$ cat src/sv/hapg_pkg.sv
// ----------------------------------------------------------------------------
// Artifact pixel generator package
// Column descriptor, result record, register indexes, a color table and the hires color functions.
// ----------------------------------------------------------------------------
`default_nettype none

package hapg_pkg;

    localparam int PIXELS = 7;

    typedef logic [0:0] cfg_index_t;
    localparam cfg_index_t CFG_ALT_PALETTE  = 1'd0;
    localparam cfg_index_t CFG_DOUBLE_HIRES = 1'd1;

    typedef struct packed {
        logic [6:0] prev;
        logic [7:0] cur;
        logic [6:0] next;
        logic [1:0] col;
        logic       row_end;
    } column_t;

    typedef struct packed {
        logic [PIXELS-1:0][3:0] pixel;
        logic                   double_width;
        logic                   row_end;
    } result_t;

    localparam logic [3:0] DHIRES_COLORS [16] = '{
        4'd0, 4'd4, 4'd8, 4'd12, 4'd1, 4'd5, 4'd9, 4'd13,
        4'd2, 4'd6, 4'd10, 4'd14, 4'd3, 4'd7, 4'd11, 4'd15
    };

    function automatic logic [1:0] hires_level(input logic [2:0] i, input logic j);
        logic [1:0] lvl;
        if (i[1])
        begin
            if (i[0] || i[2])
                lvl = 2'd3;
            else
                lvl = j ? 2'd2 : 2'd1;
        end
        else if (i[0] && i[2])
            lvl = j ? 2'd1 : 2'd2;
        else
            lvl = 2'd0;
        return lvl;
    endfunction

    function automatic logic [3:0] hires_color(input logic set, input logic [1:0] lvl);
        logic [3:0] c;
        case (lvl)
            2'd0:    c = 4'd0;
            2'd1:    c = set ? 4'd6 : 4'd3;
            2'd2:    c = set ? 4'd9 : 4'd12;
            default: c = 4'd15;
        endcase
        return c;
    endfunction

endpackage

`default_nettype wire

$ cat src/sv/hapg_column.sv
// ----------------------------------------------------------------------------
// Artifact pixel column renderer
// Maps one column's 21-bit window to seven color indices.
// ----------------------------------------------------------------------------
`default_nettype none

module hapg_column
(
    input  wire hapg_pkg::column_t column,
    input  wire logic              alt_palette,
    input  wire logic              double_hires,
    output hapg_pkg::result_t      result
);

    always_comb
    begin
        logic [20:0] w;
        logic        set;
        logic [2:0]  i;
        logic [3:0]  win;
        logic [1:0]  rot;
        logic [7:0]  dbl;
        logic [7:0]  shifted;
        w   = {column.next, column.cur[6:0], column.prev};
        set = alt_palette & column.cur[7];
        result = '0;
        for (int b = 0; b < hapg_pkg::PIXELS; b++)
        begin
            i       = w[b+6 +: 3];
            win     = w[b+6 +: 4];
            // col*7 is -col mod 4
            rot     = 2'd2 + column.col - 2'(b);
            dbl     = {win, win};
            shifted = dbl >> rot;
            if (double_hires)
                result.pixel[b] = hapg_pkg::DHIRES_COLORS[shifted[3:0]];
            else
                result.pixel[b] = hapg_pkg::hires_color(set,
                    hapg_pkg::hires_level(i, 1'(b) ^ column.col[0]));
        end
        result.double_width = ~double_hires;
        result.row_end      = column.row_end;
    end

endmodule

`default_nettype wire

$ cat src/sv/hires_artifact_pixel_generator_unit.sv
// ----------------------------------------------------------------------------
// Artifact pixel generator
// Scanline bytes in, seven color indices per column out.
// ----------------------------------------------------------------------------
// Bytes of a scanline enter on byte_valid/byte_stall with first_in_row and
// last_in_row marks; each transaction is taken when byte_valid is high and
// byte_stall low. Column results leave on pix_valid/pix_stall.
// A column is emitted once the byte after it arrives; the last byte of a row
// emits two columns (the pending one and itself), a lone first+last byte one.
// Path: a column's result reaches pix_valid through the job register, then the
// output register. Throughput: one byte per cycle while pix_stall is low; a
// row-ending byte that produces two columns holds the input until the job
// register can take a new byte, since the single-column job register feeds
// the output register one column a cycle when not stalled.
// When pix_stall is high the output register holds its result, the job
// register fills behind it and byte_stall rises.
// Reset clears row history, the job and output stages, and sets alt_palette
// to 1 and double_hires to 0. Configuration writes on cfg_valid/cfg_ready are
// always taken and apply to columns emitted afterwards.
// ----------------------------------------------------------------------------
`default_nettype none

module hires_artifact_pixel_generator_unit
#(
    parameter int MAX_COLUMNS = 80
)
(
    input  wire logic                   clk,
    input  wire logic                   rst_n,
    input  wire logic                   cfg_valid,
    output logic                        cfg_ready,
    input  wire hapg_pkg::cfg_index_t   cfg_index,
    input  wire logic                   cfg_data,
    input  wire logic                   byte_valid,
    output logic                        byte_stall,
    input  wire logic [7:0]             data_byte,
    input  wire logic                   first_in_row,
    input  wire logic                   last_in_row,
    output logic                        pix_valid,
    input  wire logic                   pix_stall,
    output logic [3:0]                  pixel_0,
    output logic [3:0]                  pixel_1,
    output logic [3:0]                  pixel_2,
    output logic [3:0]                  pixel_3,
    output logic [3:0]                  pixel_4,
    output logic [3:0]                  pixel_5,
    output logic [3:0]                  pixel_6,
    output logic                        double_width,
    output logic                        row_end
);

    localparam int COL_W = (MAX_COLUMNS > 2) ? $clog2(MAX_COLUMNS) : 1;
    localparam logic [COL_W:0] LAST_COL = (COL_W+1)'(MAX_COLUMNS - 1);

    logic                 alt_palette_reg;
    logic                 double_hires_reg;
    logic [7:0]           older_reg, older_next;
    logic [7:0]           newer_reg, newer_next;
    logic [COL_W-1:0]     col_reg, col_next;
    logic                 seen_reg, seen_next;

    logic                 job_valid_reg;
    logic                 job_two_reg;
    hapg_pkg::column_t    job_a_reg, job_b_reg;
    logic                 job_valid_next, job_two_next;
    hapg_pkg::column_t    job_a_next, job_b_next;

    logic                 out_valid_reg;
    hapg_pkg::result_t    out_reg;
    hapg_pkg::result_t    result;

    logic                 accept;
    logic                 advance;
    logic [COL_W:0]       col_inc;

    assign cfg_ready  = 1'b1;
    assign advance    = job_valid_reg && (!out_valid_reg || !pix_stall);
    assign byte_stall = job_valid_reg && !(advance && !job_two_reg);
    assign accept     = byte_valid && !byte_stall;
    assign col_inc    = {1'b0, col_reg} + (COL_W+1)'(1);

    always_ff @(posedge clk or negedge rst_n)
    begin
        if (!rst_n)
        begin
            alt_palette_reg  <= 1'b1;
            double_hires_reg <= 1'b0;
        end
        else if (cfg_valid && cfg_ready)
        begin
            case (cfg_index)
                hapg_pkg::CFG_ALT_PALETTE:  alt_palette_reg  <= cfg_data;
                hapg_pkg::CFG_DOUBLE_HIRES: double_hires_reg <= cfg_data;
                default:                    ;
            endcase
        end
    end

    always_comb
    begin
        logic last_eff;
        older_next     = older_reg;
        newer_next     = newer_reg;
        col_next       = col_reg;
        seen_next      = seen_reg;
        job_valid_next = 1'b0;
        job_two_next   = 1'b0;
        job_a_next     = '0;
        job_b_next     = '0;
        last_eff       = last_in_row || (col_inc >= LAST_COL);
        if (first_in_row || !seen_reg)
        begin
            older_next = '0;
            col_next   = '0;
            if (last_in_row)
            begin
                job_valid_next     = 1'b1;
                job_a_next.cur     = data_byte;
                job_a_next.row_end = 1'b1;
                newer_next         = '0;
                seen_next          = 1'b0;
            end
            else
            begin
                newer_next = data_byte;
                seen_next  = 1'b1;
            end
        end
        else
        begin
            job_valid_next  = 1'b1;
            job_a_next.prev = older_reg[6:0];
            job_a_next.cur  = newer_reg;
            job_a_next.next = data_byte[6:0];
            job_a_next.col  = 2'(col_reg);
            if (last_eff)
            begin
                job_two_next       = 1'b1;
                job_b_next.prev    = newer_reg[6:0];
                job_b_next.cur     = data_byte;
                job_b_next.col     = 2'(col_inc);
                job_b_next.row_end = 1'b1;
                older_next         = '0;
                newer_next         = '0;
                col_next           = '0;
                seen_next          = 1'b0;
            end
            else
            begin
                older_next = newer_reg;
                newer_next = data_byte;
                col_next   = col_inc[COL_W-1:0];
            end
        end
    end

    always_ff @(posedge clk or negedge rst_n)
    begin
        if (!rst_n)
        begin
            older_reg <= '0;
            newer_reg <= '0;
            col_reg   <= '0;
            seen_reg  <= 1'b0;
        end
        else if (accept)
        begin
            older_reg <= older_next;
            newer_reg <= newer_next;
            col_reg   <= col_next;
            seen_reg  <= seen_next;
        end
    end

    always_ff @(posedge clk or negedge rst_n)
    begin
        if (!rst_n)
        begin
            job_valid_reg <= 1'b0;
            job_two_reg   <= 1'b0;
        end
        else if (advance && job_two_reg)
        begin
            job_two_reg <= 1'b0;
        end
        else if (accept)
        begin
            job_valid_reg <= job_valid_next;
            job_two_reg   <= job_two_next;
        end
        else if (advance)
        begin
            job_valid_reg <= 1'b0;
        end
    end

    always_ff @(posedge clk)
    begin
        if (advance && job_two_reg)
        begin
            job_a_reg <= job_b_reg;
        end
        else if (accept)
        begin
            job_a_reg <= job_a_next;
            job_b_reg <= job_b_next;
        end
    end

    hapg_column u_column
    (
        .column       (job_a_reg),
        .alt_palette  (alt_palette_reg),
        .double_hires (double_hires_reg),
        .result       (result)
    );

    always_ff @(posedge clk or negedge rst_n)
    begin
        if (!rst_n)
            out_valid_reg <= 1'b0;
        else if (advance)
            out_valid_reg <= 1'b1;
        else if (!pix_stall)
            out_valid_reg <= 1'b0;
    end

    always_ff @(posedge clk)
    begin
        if (advance)
            out_reg <= result;
    end

    assign pix_valid    = out_valid_reg;
    assign pixel_0      = out_reg.pixel[0];
    assign pixel_1      = out_reg.pixel[1];
    assign pixel_2      = out_reg.pixel[2];
    assign pixel_3      = out_reg.pixel[3];
    assign pixel_4      = out_reg.pixel[4];
    assign pixel_5      = out_reg.pixel[5];
    assign pixel_6      = out_reg.pixel[6];
    assign double_width = out_reg.double_width;
    assign row_end      = out_reg.row_end;

endmodule

`default_nettype wire

$ cat config.mk
export PLATFORM = sky130hd
export DESIGN_NAME = hires_artifact_pixel_generator_unit
export DESIGN_NICKNAME = d
export VERILOG_FILES = /design/src/sv/hapg_pkg.sv /design/src/sv/hapg_column.sv /design/src/sv/hires_artifact_pixel_generator_unit.sv
export SDC_FILE = /design/constraint.sdc
export NUM_CORES = 1
export LEC_CHECK = 0
export ABC_AREA = 1
export BUFFER_PORTS_ARGS = -buffer_cell sky130_fd_sc_hd__buf_4
export CORE_AREA = 2 2 121 76
export CTS_CLUSTER_DIAMETER = 120
export DETAILED_ROUTE_END_ITERATION = 8
export DIE_AREA = 0 0 123 78
export HOLD_SLACK_MARGIN = 0.06
export PLACE_DENSITY = 0.71
export SLEW_MARGIN = 30
export SYNTH_ARGS = -nofsm -noshare
export SYNTH_HDL_FRONTEND = slang
export SYNTH_SLANG_ARGS = --single-unit
$ cat constraint.sdc
create_clock -name clk -period 2.15 [get_ports clk]
set_input_delay 0.43 -clock clk [delete_from_list [all_inputs] [get_ports clk]]
set_output_delay 0.43 -clock clk [all_outputs]
set_load 0.02 [all_outputs]
Word-level counts from Yosys, hierarchy flattened
Memories as Yosys holds them, arrays and structs flattened.
Cells that the tools add are included.
{"block": "totals", "register_bits": 96, "romBits": 448, "in_bits": 17, "n_memories": 7}
{"name": "(no name shown)", "words": 16, "word_bits": 4, "read_ports": 1, "rd_clocked_by_memory_dff": 0, "write_ports": 0, "line_no": "hapg_column.sv:36", "rtl": "result.pixel[b] = hapg_pkg::DHIRES_COLORS[shifted[3:0]];"}
{"name": "(no name shown)", "words": 16, "word_bits": 4, "read_ports": 1, "rd_clocked_by_memory_dff": 0, "write_ports": 0, "line_no": "hapg_column.sv:36"}
{"name": "(no name shown)", "words": 16, "word_bits": 4, "read_ports": 1, "rd_clocked_by_memory_dff": 0, "write_ports": 0, "line_no": "hapg_column.sv:36"}
{"name": "(no name shown)", "words": 16, "word_bits": 4, "read_ports": 1, "rd_clocked_by_memory_dff": 0, "write_ports": 0, "line_no": "hapg_column.sv:36"}
{"name": "(no name shown)", "words": 16, "word_bits": 4, "read_ports": 1, "rd_clocked_by_memory_dff": 0, "write_ports": 0, "line_no": "hapg_column.sv:36"}
{"name": "(no name shown)", "words": 16, "word_bits": 4, "read_ports": 1, "rd_clocked_by_memory_dff": 0, "write_ports": 0, "line_no": "hapg_column.sv:36"}
{"name": "+1 memories"}
{"block": "op_classes", "add_sub_neg": 5, "order_cmp": 8, "eq_ne": 15, "n_shift": 7, "muxes": 88, "bitwise": 12, "reduce_logical": 44}
{"operator": "two-way mux 4 bit", "count": 21}
{"operator": "one-hot mux 4 bit (3 select lines)", "count": 7}
{"operator": "two-way mux 2 bit", "count": 30}
{"operator": "right shift 8 x 2 -> 4 bit", "count": 7}
{"operator": "two-way mux 25 bit", "count": 2}
{"operator": "two-way mux 8 bit", "count": 5}
{"operator": ">= comparator 5 bit, second input constant", "count": 7}
{"operator": "two-way mux 7 bit", "count": 5}
{"operator": "inverter 4 -> 5 bit", "count": 7}
{"operator": "two-way mux 1 bit", "count": 15}
{"operator": "== test 2 x 1 -> 1 bit, second input constant", "count": 7}
{"operator": "== test 2 bit, second input constant", "count": 7}
{"operator": "zero test 2 bit", "count": 7}
{"operator": "logical AND 1 bit", "count": 12}
{"operator": "logical OR 1 bit", "count": 10}
{"operator": "AND reduction 2 bit", "count": 5}
{"operator": "two-way mux 9 bit", "count": 1}
{"operator": "adder 7 x 1 -> 8 bit, second input constant", "count": 1}
{"operator": ">= comparator 8 x 7 -> 1 bit, second input constant", "count": 1}
{"operator": "zero test 1 bit", "count": 6}
{"operator": "two-way mux 3 bit", "count": 2}
{"operator": "nonzero test 2 bit", "count": 3}
{"operator": "inverter 1 bit", "count": 4}
{"operator": "subtractor 2 bit, second input constant", "count": 2}
{"operator": "5 further kinds", "count": 5}

Depth between registers and ports, before layout
{"block": "logic_depth", "ltp_word": 10, "mapped_depth": 13, "ltp_nobuf": 12}

Hierarchy
A second synthesis with hierarchy kept.
{"block": "hier_totals", "cells_unflattened": 657, "area_unflattened_um2": 5506.5}
{"mod": "hires_artifact_pixel_generator_unit", "n_inst": 1, "cells_each": 346, "area_each_um2": 4096.4}
{"mod": "hapg_column", "n_inst": 1, "cells_each": 311, "area_each_um2": 1410.1}

Least setup slack after synthesis
No wires, ideal clock.
{"block": "synth_timing", "path_kind": "reg2reg", "from": "register out_valid_reg (netlist: pix_valid)", "to": "register job_a_reg[0] (netlist bit) (enable)", "setup_time_ns": 0.348, "t_arrival_ns": 1.633, "t_required_ns": 1.802, "path_slack_ns": 0.169, "path_stages_with_launch": 7, "path_buffers": 1, "cell_sequence": "dfrtp_1 nand2_1 a21oi_2 nor2_2 inv_1 buf_2 nand2_1"}
{"block": "synth_between", "elab_chain_cells": 9}
{"item": "from (decl)", "line_no": "hires_artifact_pixel_generator_unit.sv:68", "rtl": "logic out_valid_reg;"}
{"item": "from (signal assigned)", "line_no": "hires_artifact_pixel_generator_unit.sv:221", "rtl": "out_valid_reg <= 1'b0;"}
{"item": "from (signal assigned)", "line_no": "hires_artifact_pixel_generator_unit.sv:223", "rtl": "out_valid_reg <= 1'b1;"}
{"item": "from (signal assigned)", "line_no": "hires_artifact_pixel_generator_unit.sv:225", "rtl": "out_valid_reg <= 1'b0;"}
{"item": "zero test 1 bit", "line_no": "hires_artifact_pixel_generator_unit.sv:77", "rtl": "assign advance = job_valid_reg && (!out_valid_reg || !pix_stall);"}
{"item": "logical OR 1 bit", "line_no": "hires_artifact_pixel_generator_unit.sv:77"}
{"item": "logical AND 1 bit", "line_no": "hires_artifact_pixel_generator_unit.sv:77"}
{"item": "logical AND 1 bit", "line_no": "hires_artifact_pixel_generator_unit.sv:78", "rtl": "assign byte_stall = job_valid_reg && !(advance && !job_two_reg);"}
{"item": "zero test 1 bit", "line_no": "hires_artifact_pixel_generator_unit.sv:78"}
{"item": "logical AND 1 bit", "line_no": "hires_artifact_pixel_generator_unit.sv:78"}
{"item": "named net byte_stall", "line_no": "hires_artifact_pixel_generator_unit.sv:35", "rtl": "output logic byte_stall,"}
{"item": "zero test 1 bit", "line_no": "hires_artifact_pixel_generator_unit.sv:79", "rtl": "assign accept = byte_valid && !byte_stall;"}
{"item": "logical AND 1 bit", "line_no": "hires_artifact_pixel_generator_unit.sv:79"}
{"item": "nonzero test 2 bit (no line)"}
{"item": "to (signal assigned)", "line_no": "hires_artifact_pixel_generator_unit.sv:201", "rtl": "job_a_reg <= job_b_reg;"}
{"item": "to (signal assigned)", "line_no": "hires_artifact_pixel_generator_unit.sv:205", "rtl": "job_a_reg <= job_a_next;"}
{"item": "to (decl)", "line_no": "hires_artifact_pixel_generator_unit.sv:64", "rtl": "hapg_pkg::column_t job_a_reg, job_b_reg;"}
The timed path passes the listed nets, and every way through them passes these cells.
A chain may end at the register's enable or synchronous reset.

==> run summary <==
• FF-to-FF End: pixel_4[0]$_DFFE_PP_
• site row count: 26
• remaining design rule violation count: 0
• setup-violating endpoint count in the final report: 0
• clock root buffer: sky130_fd_sc_hd__clkbuf_16
• origin of the worst min-delay path: cfg_valid
• pin count of the biggest net entering global routing: 38
• synth top area cells: sky130_fd_sc_hd__edfxtp_1, sky130_fd_sc_hd__dfrtp_1, sky130_fd_sc_hd__nand2_1
• simple-gate portion of the synthesized area: 20.4%
• max-slew violation count: 0
• Syn Inst Count: 483
• detailed placement HPWL: 7750 um
• crit path max fanout: 11
• number of top-level pins: 50
• vias: 3625
• total standard cell area after synthesis: 4160 sq um
• Worst EP required: 2210 ps
• Nets: 556
• transition time at the pin with the least slew margin: 555 ps
• Antenna Cells: 0
• top library cells by usage in the layout, fill and taps aside: sky130_fd_sc_hd__nand2_1, sky130_fd_sc_hd__buf_4, sky130_fd_sc_hd__inv_1, sky130_fd_sc_hd__edfxtp_1, sky130_fd_sc_hd__o21ai_0
• RSZ-0062 raised after global routing: false
• DRC marker count from the first detailed-route iteration: 364
• WP data arrival: 2050 ps
• area fraction of the dominant cell type after synthesis: 40.4%
• share of the yosys chip area belonging to registers: 53.7%
• Async S/R FF share, synth: 28.2%
• FF-to-FF setup slack: 160 ps
• count of flip-flops with a built-in enable after synthesis: 56
• insertion delay of the later-clocked pin in the worst-skew pair: 330 ps
• leakage: 2.21 nW
• combinational family with the most area after synthesis: simple AND/OR/NAND/NOR gates
• first-pass iteration count of the detailed router: 5
• setup tns final: 0 ps
• maximum resistive drop on vdd: 0.526 mV
• drt via density: 5.54
• share of cell area taken by muxes after synthesis: 0%
• clock tree from TritonCTS: yes
• max frequency: 0.502 GHz
• power density cells: 1030 nW/um^2
• number of sinks handled by clock tree synthesis: 78
• type of the worst min-delay path: in -> reg
• run status: finished clean
• global placement routability congestion: 0.974
• die outline area: 9590 sq um
• launch instance of the worst register-to-register path: job_a_reg[1]$_DFFE_PP_
• flop and latch count out of synthesis: 78
• launching element type of the critical path: register
• Tcrit/Tclk final: 92.6%
• number of cells traversed by the worst hold path: 2
• path depth of the worst reg2reg path: 7
• ys flop type: sky130_fd_sc_hd__edfxtp_1
• total of max-cap violations: 0
• number of fillers in the final layout: 760
• Final Skew: 8.48 ps
• destination of the worst hold path: alt_palette_reg$_DFFE_PN1P_
• max reg flops: 14
• count of H-tree levels built during CTS: 3
• GRT Residual Overflow: 0
• Total Power: 5.12 mW
• Compound-Gate Fraction of Synth Area: 16.9%
• clock buffer count from CTS: 9
• synthesis-to-layout area growth: 19.9%
• Syn Area/Cell: 8.62 sq um
• post-layout min period: 1990 ps
• number of warnings reported in the yosys synthesis log: 0
• antenna violation net count after detailed routing: 0
• Adder-Cell Fraction of Synth Area: 0.601%
• effective utilization at floorplan: 49.6%
• most frequent standard cell in the layout excluding fill and tap cells: sky130_fd_sc_hd__nand2_1
• via count of the first global-routing pass: 3440
• critical setup path kind: reg -> reg
• routed wire length: 10600 um
• overall die width: 123 um
• count of different cell masters after synthesis: 38
• xor/xnor cell area share of the yosys netlist: 0.421%
• clk buf depth: 2
• Yosys top cell by area: sky130_fd_sc_hd__edfxtp_1
• area inside the core boundary: 8390 sq um
• die boundary height: 78 um
• first-pass GRT wire length: 17400 um
• Wirelength per Cell: 16.2 um
• worst slew margin relative to its limit: 62.6%
• number of antenna violations at the first check in global routing: 0
• Total GRT Usage: 23.8%
• share of cells above drive strength 1: 17.7%
• number of hold violations in the final report: 0
• synthesized net count: 502
• Port-buffer cells: 48
• Clock transition at path regs: 60 ps
• Critical Path Sink Type: register
==> Yosys cell counts (all sizes together) (8+ instances only) <==
master / n
o22ai: 14
inv: 58
o21ai: 55
clkbuf: 12
buf: 9
a21oi: 21
dfrtp: 21
edfxtp: 56
nand3: 35
nor2: 32
o211ai: 9
nand2: 132
a22oi: 8
==> cell type report <==
cell class,count,area [sq um],share of cell area (%)
flip-flops and latches,78,2230,44.8
clock inverters,3,41.3,0.828
well taps,112,140,2.81
clock buffers,13,272,5.44
multi-input cells,326,1600,32.0
repair buffers,64,483,9.68
inverters,58,221,4.44
==> per-stage QoR <==
step                setup slack, ps  area (sq um)  hold WS, ps  cells  util (%)
CTS                             147          4970          272    652      59.2
finish                          159          4990          274    654      59.4
floorplan                       169          4160          134    483         -
global route                   19.2          4990          275    654      59.4
detailed placement              195          4650          342    635      55.4
global placement                248          4650          342    635      55.4
==> critical path: stages (launching register included) <==
cell	delay, ps
sky130_fd_sc_hd__edfxtp_1	550
sky130_fd_sc_hd__clkinvlp_4	300
sky130_fd_sc_hd__nand2_1	260
sky130_fd_sc_hd__o21ai_0	100
sky130_fd_sc_hd__o21ai_0	130
sky130_fd_sc_hd__inv_1	80
sky130_fd_sc_hd__o21ai_0	190
sky130_fd_sc_hd__a22oi_1	100
==> cells by family (layout without fill, tap and decap cells) <==
family                   count (synthesis)  after routing
AO/OA/AOI/OAI                          119            119
adder cells (fa/ha/maj)                  2              2
buffers and inverters                   79            138
AND/OR/NAND/NOR                        202            202
other                                    1              1
XOR/XNOR                                 2              2
flip-flops                              78             78
==> worst max-delay path by stage <==
stage / startpoint / to / slack [ps]
after floorplan: pix_valid$_DFFE_PN0P_ / job_a_reg[0]$_DFFE_PP_ / 170
after global placement: job_a_reg[1]$_DFFE_PP_ / pixel_4[2]$_DFFE_PP_ / 250
after detailed placement: job_a_reg[1]$_DFFE_PP_ / pixel_2[2]$_DFFE_PP_ / 190
after CTS: job_a_reg[1]$_DFFE_PP_ / pixel_4[0]$_DFFE_PP_ / 150
after global routing: job_a_reg[1]$_DFFE_PP_ / pixel_4[0]$_DFFE_PP_ / 20
final: job_a_reg[1]$_DFFE_PP_ / pixel_4[0]$_DFFE_PP_ / 160
==> report_power, final <==
part | switching [mW] | internal, mW | total (mW) | leakage, nW
clock | 0.592 | 1.00 | 1.59 | 0.155
sequential | 0.110 | 1.95 | 2.06 | 0.834
combinational | 0.980 | 0.496 | 1.48 | 1.22
total | 1.68 | 3.44 | 5.12 | 2.21
==> layer usage <==
metal,wire length [um],up-vias,global-route usage [%]
met5,0,-,0
met4,80,0,5.91
met3,868,12,6.62
met2,4270,154,32.0
met1,5380,1712,37.3
li1,-,1747,-
==> repair_timing <==
action | CTS | global route
hold buffers | 1 | 0
setup endpoints to repair | 0 | 7
hold endpoints to repair | 21 | 0
resized for setup | 0 | 2
setup buffers | 0 | 2
Power figures use the tool's default switching activity.
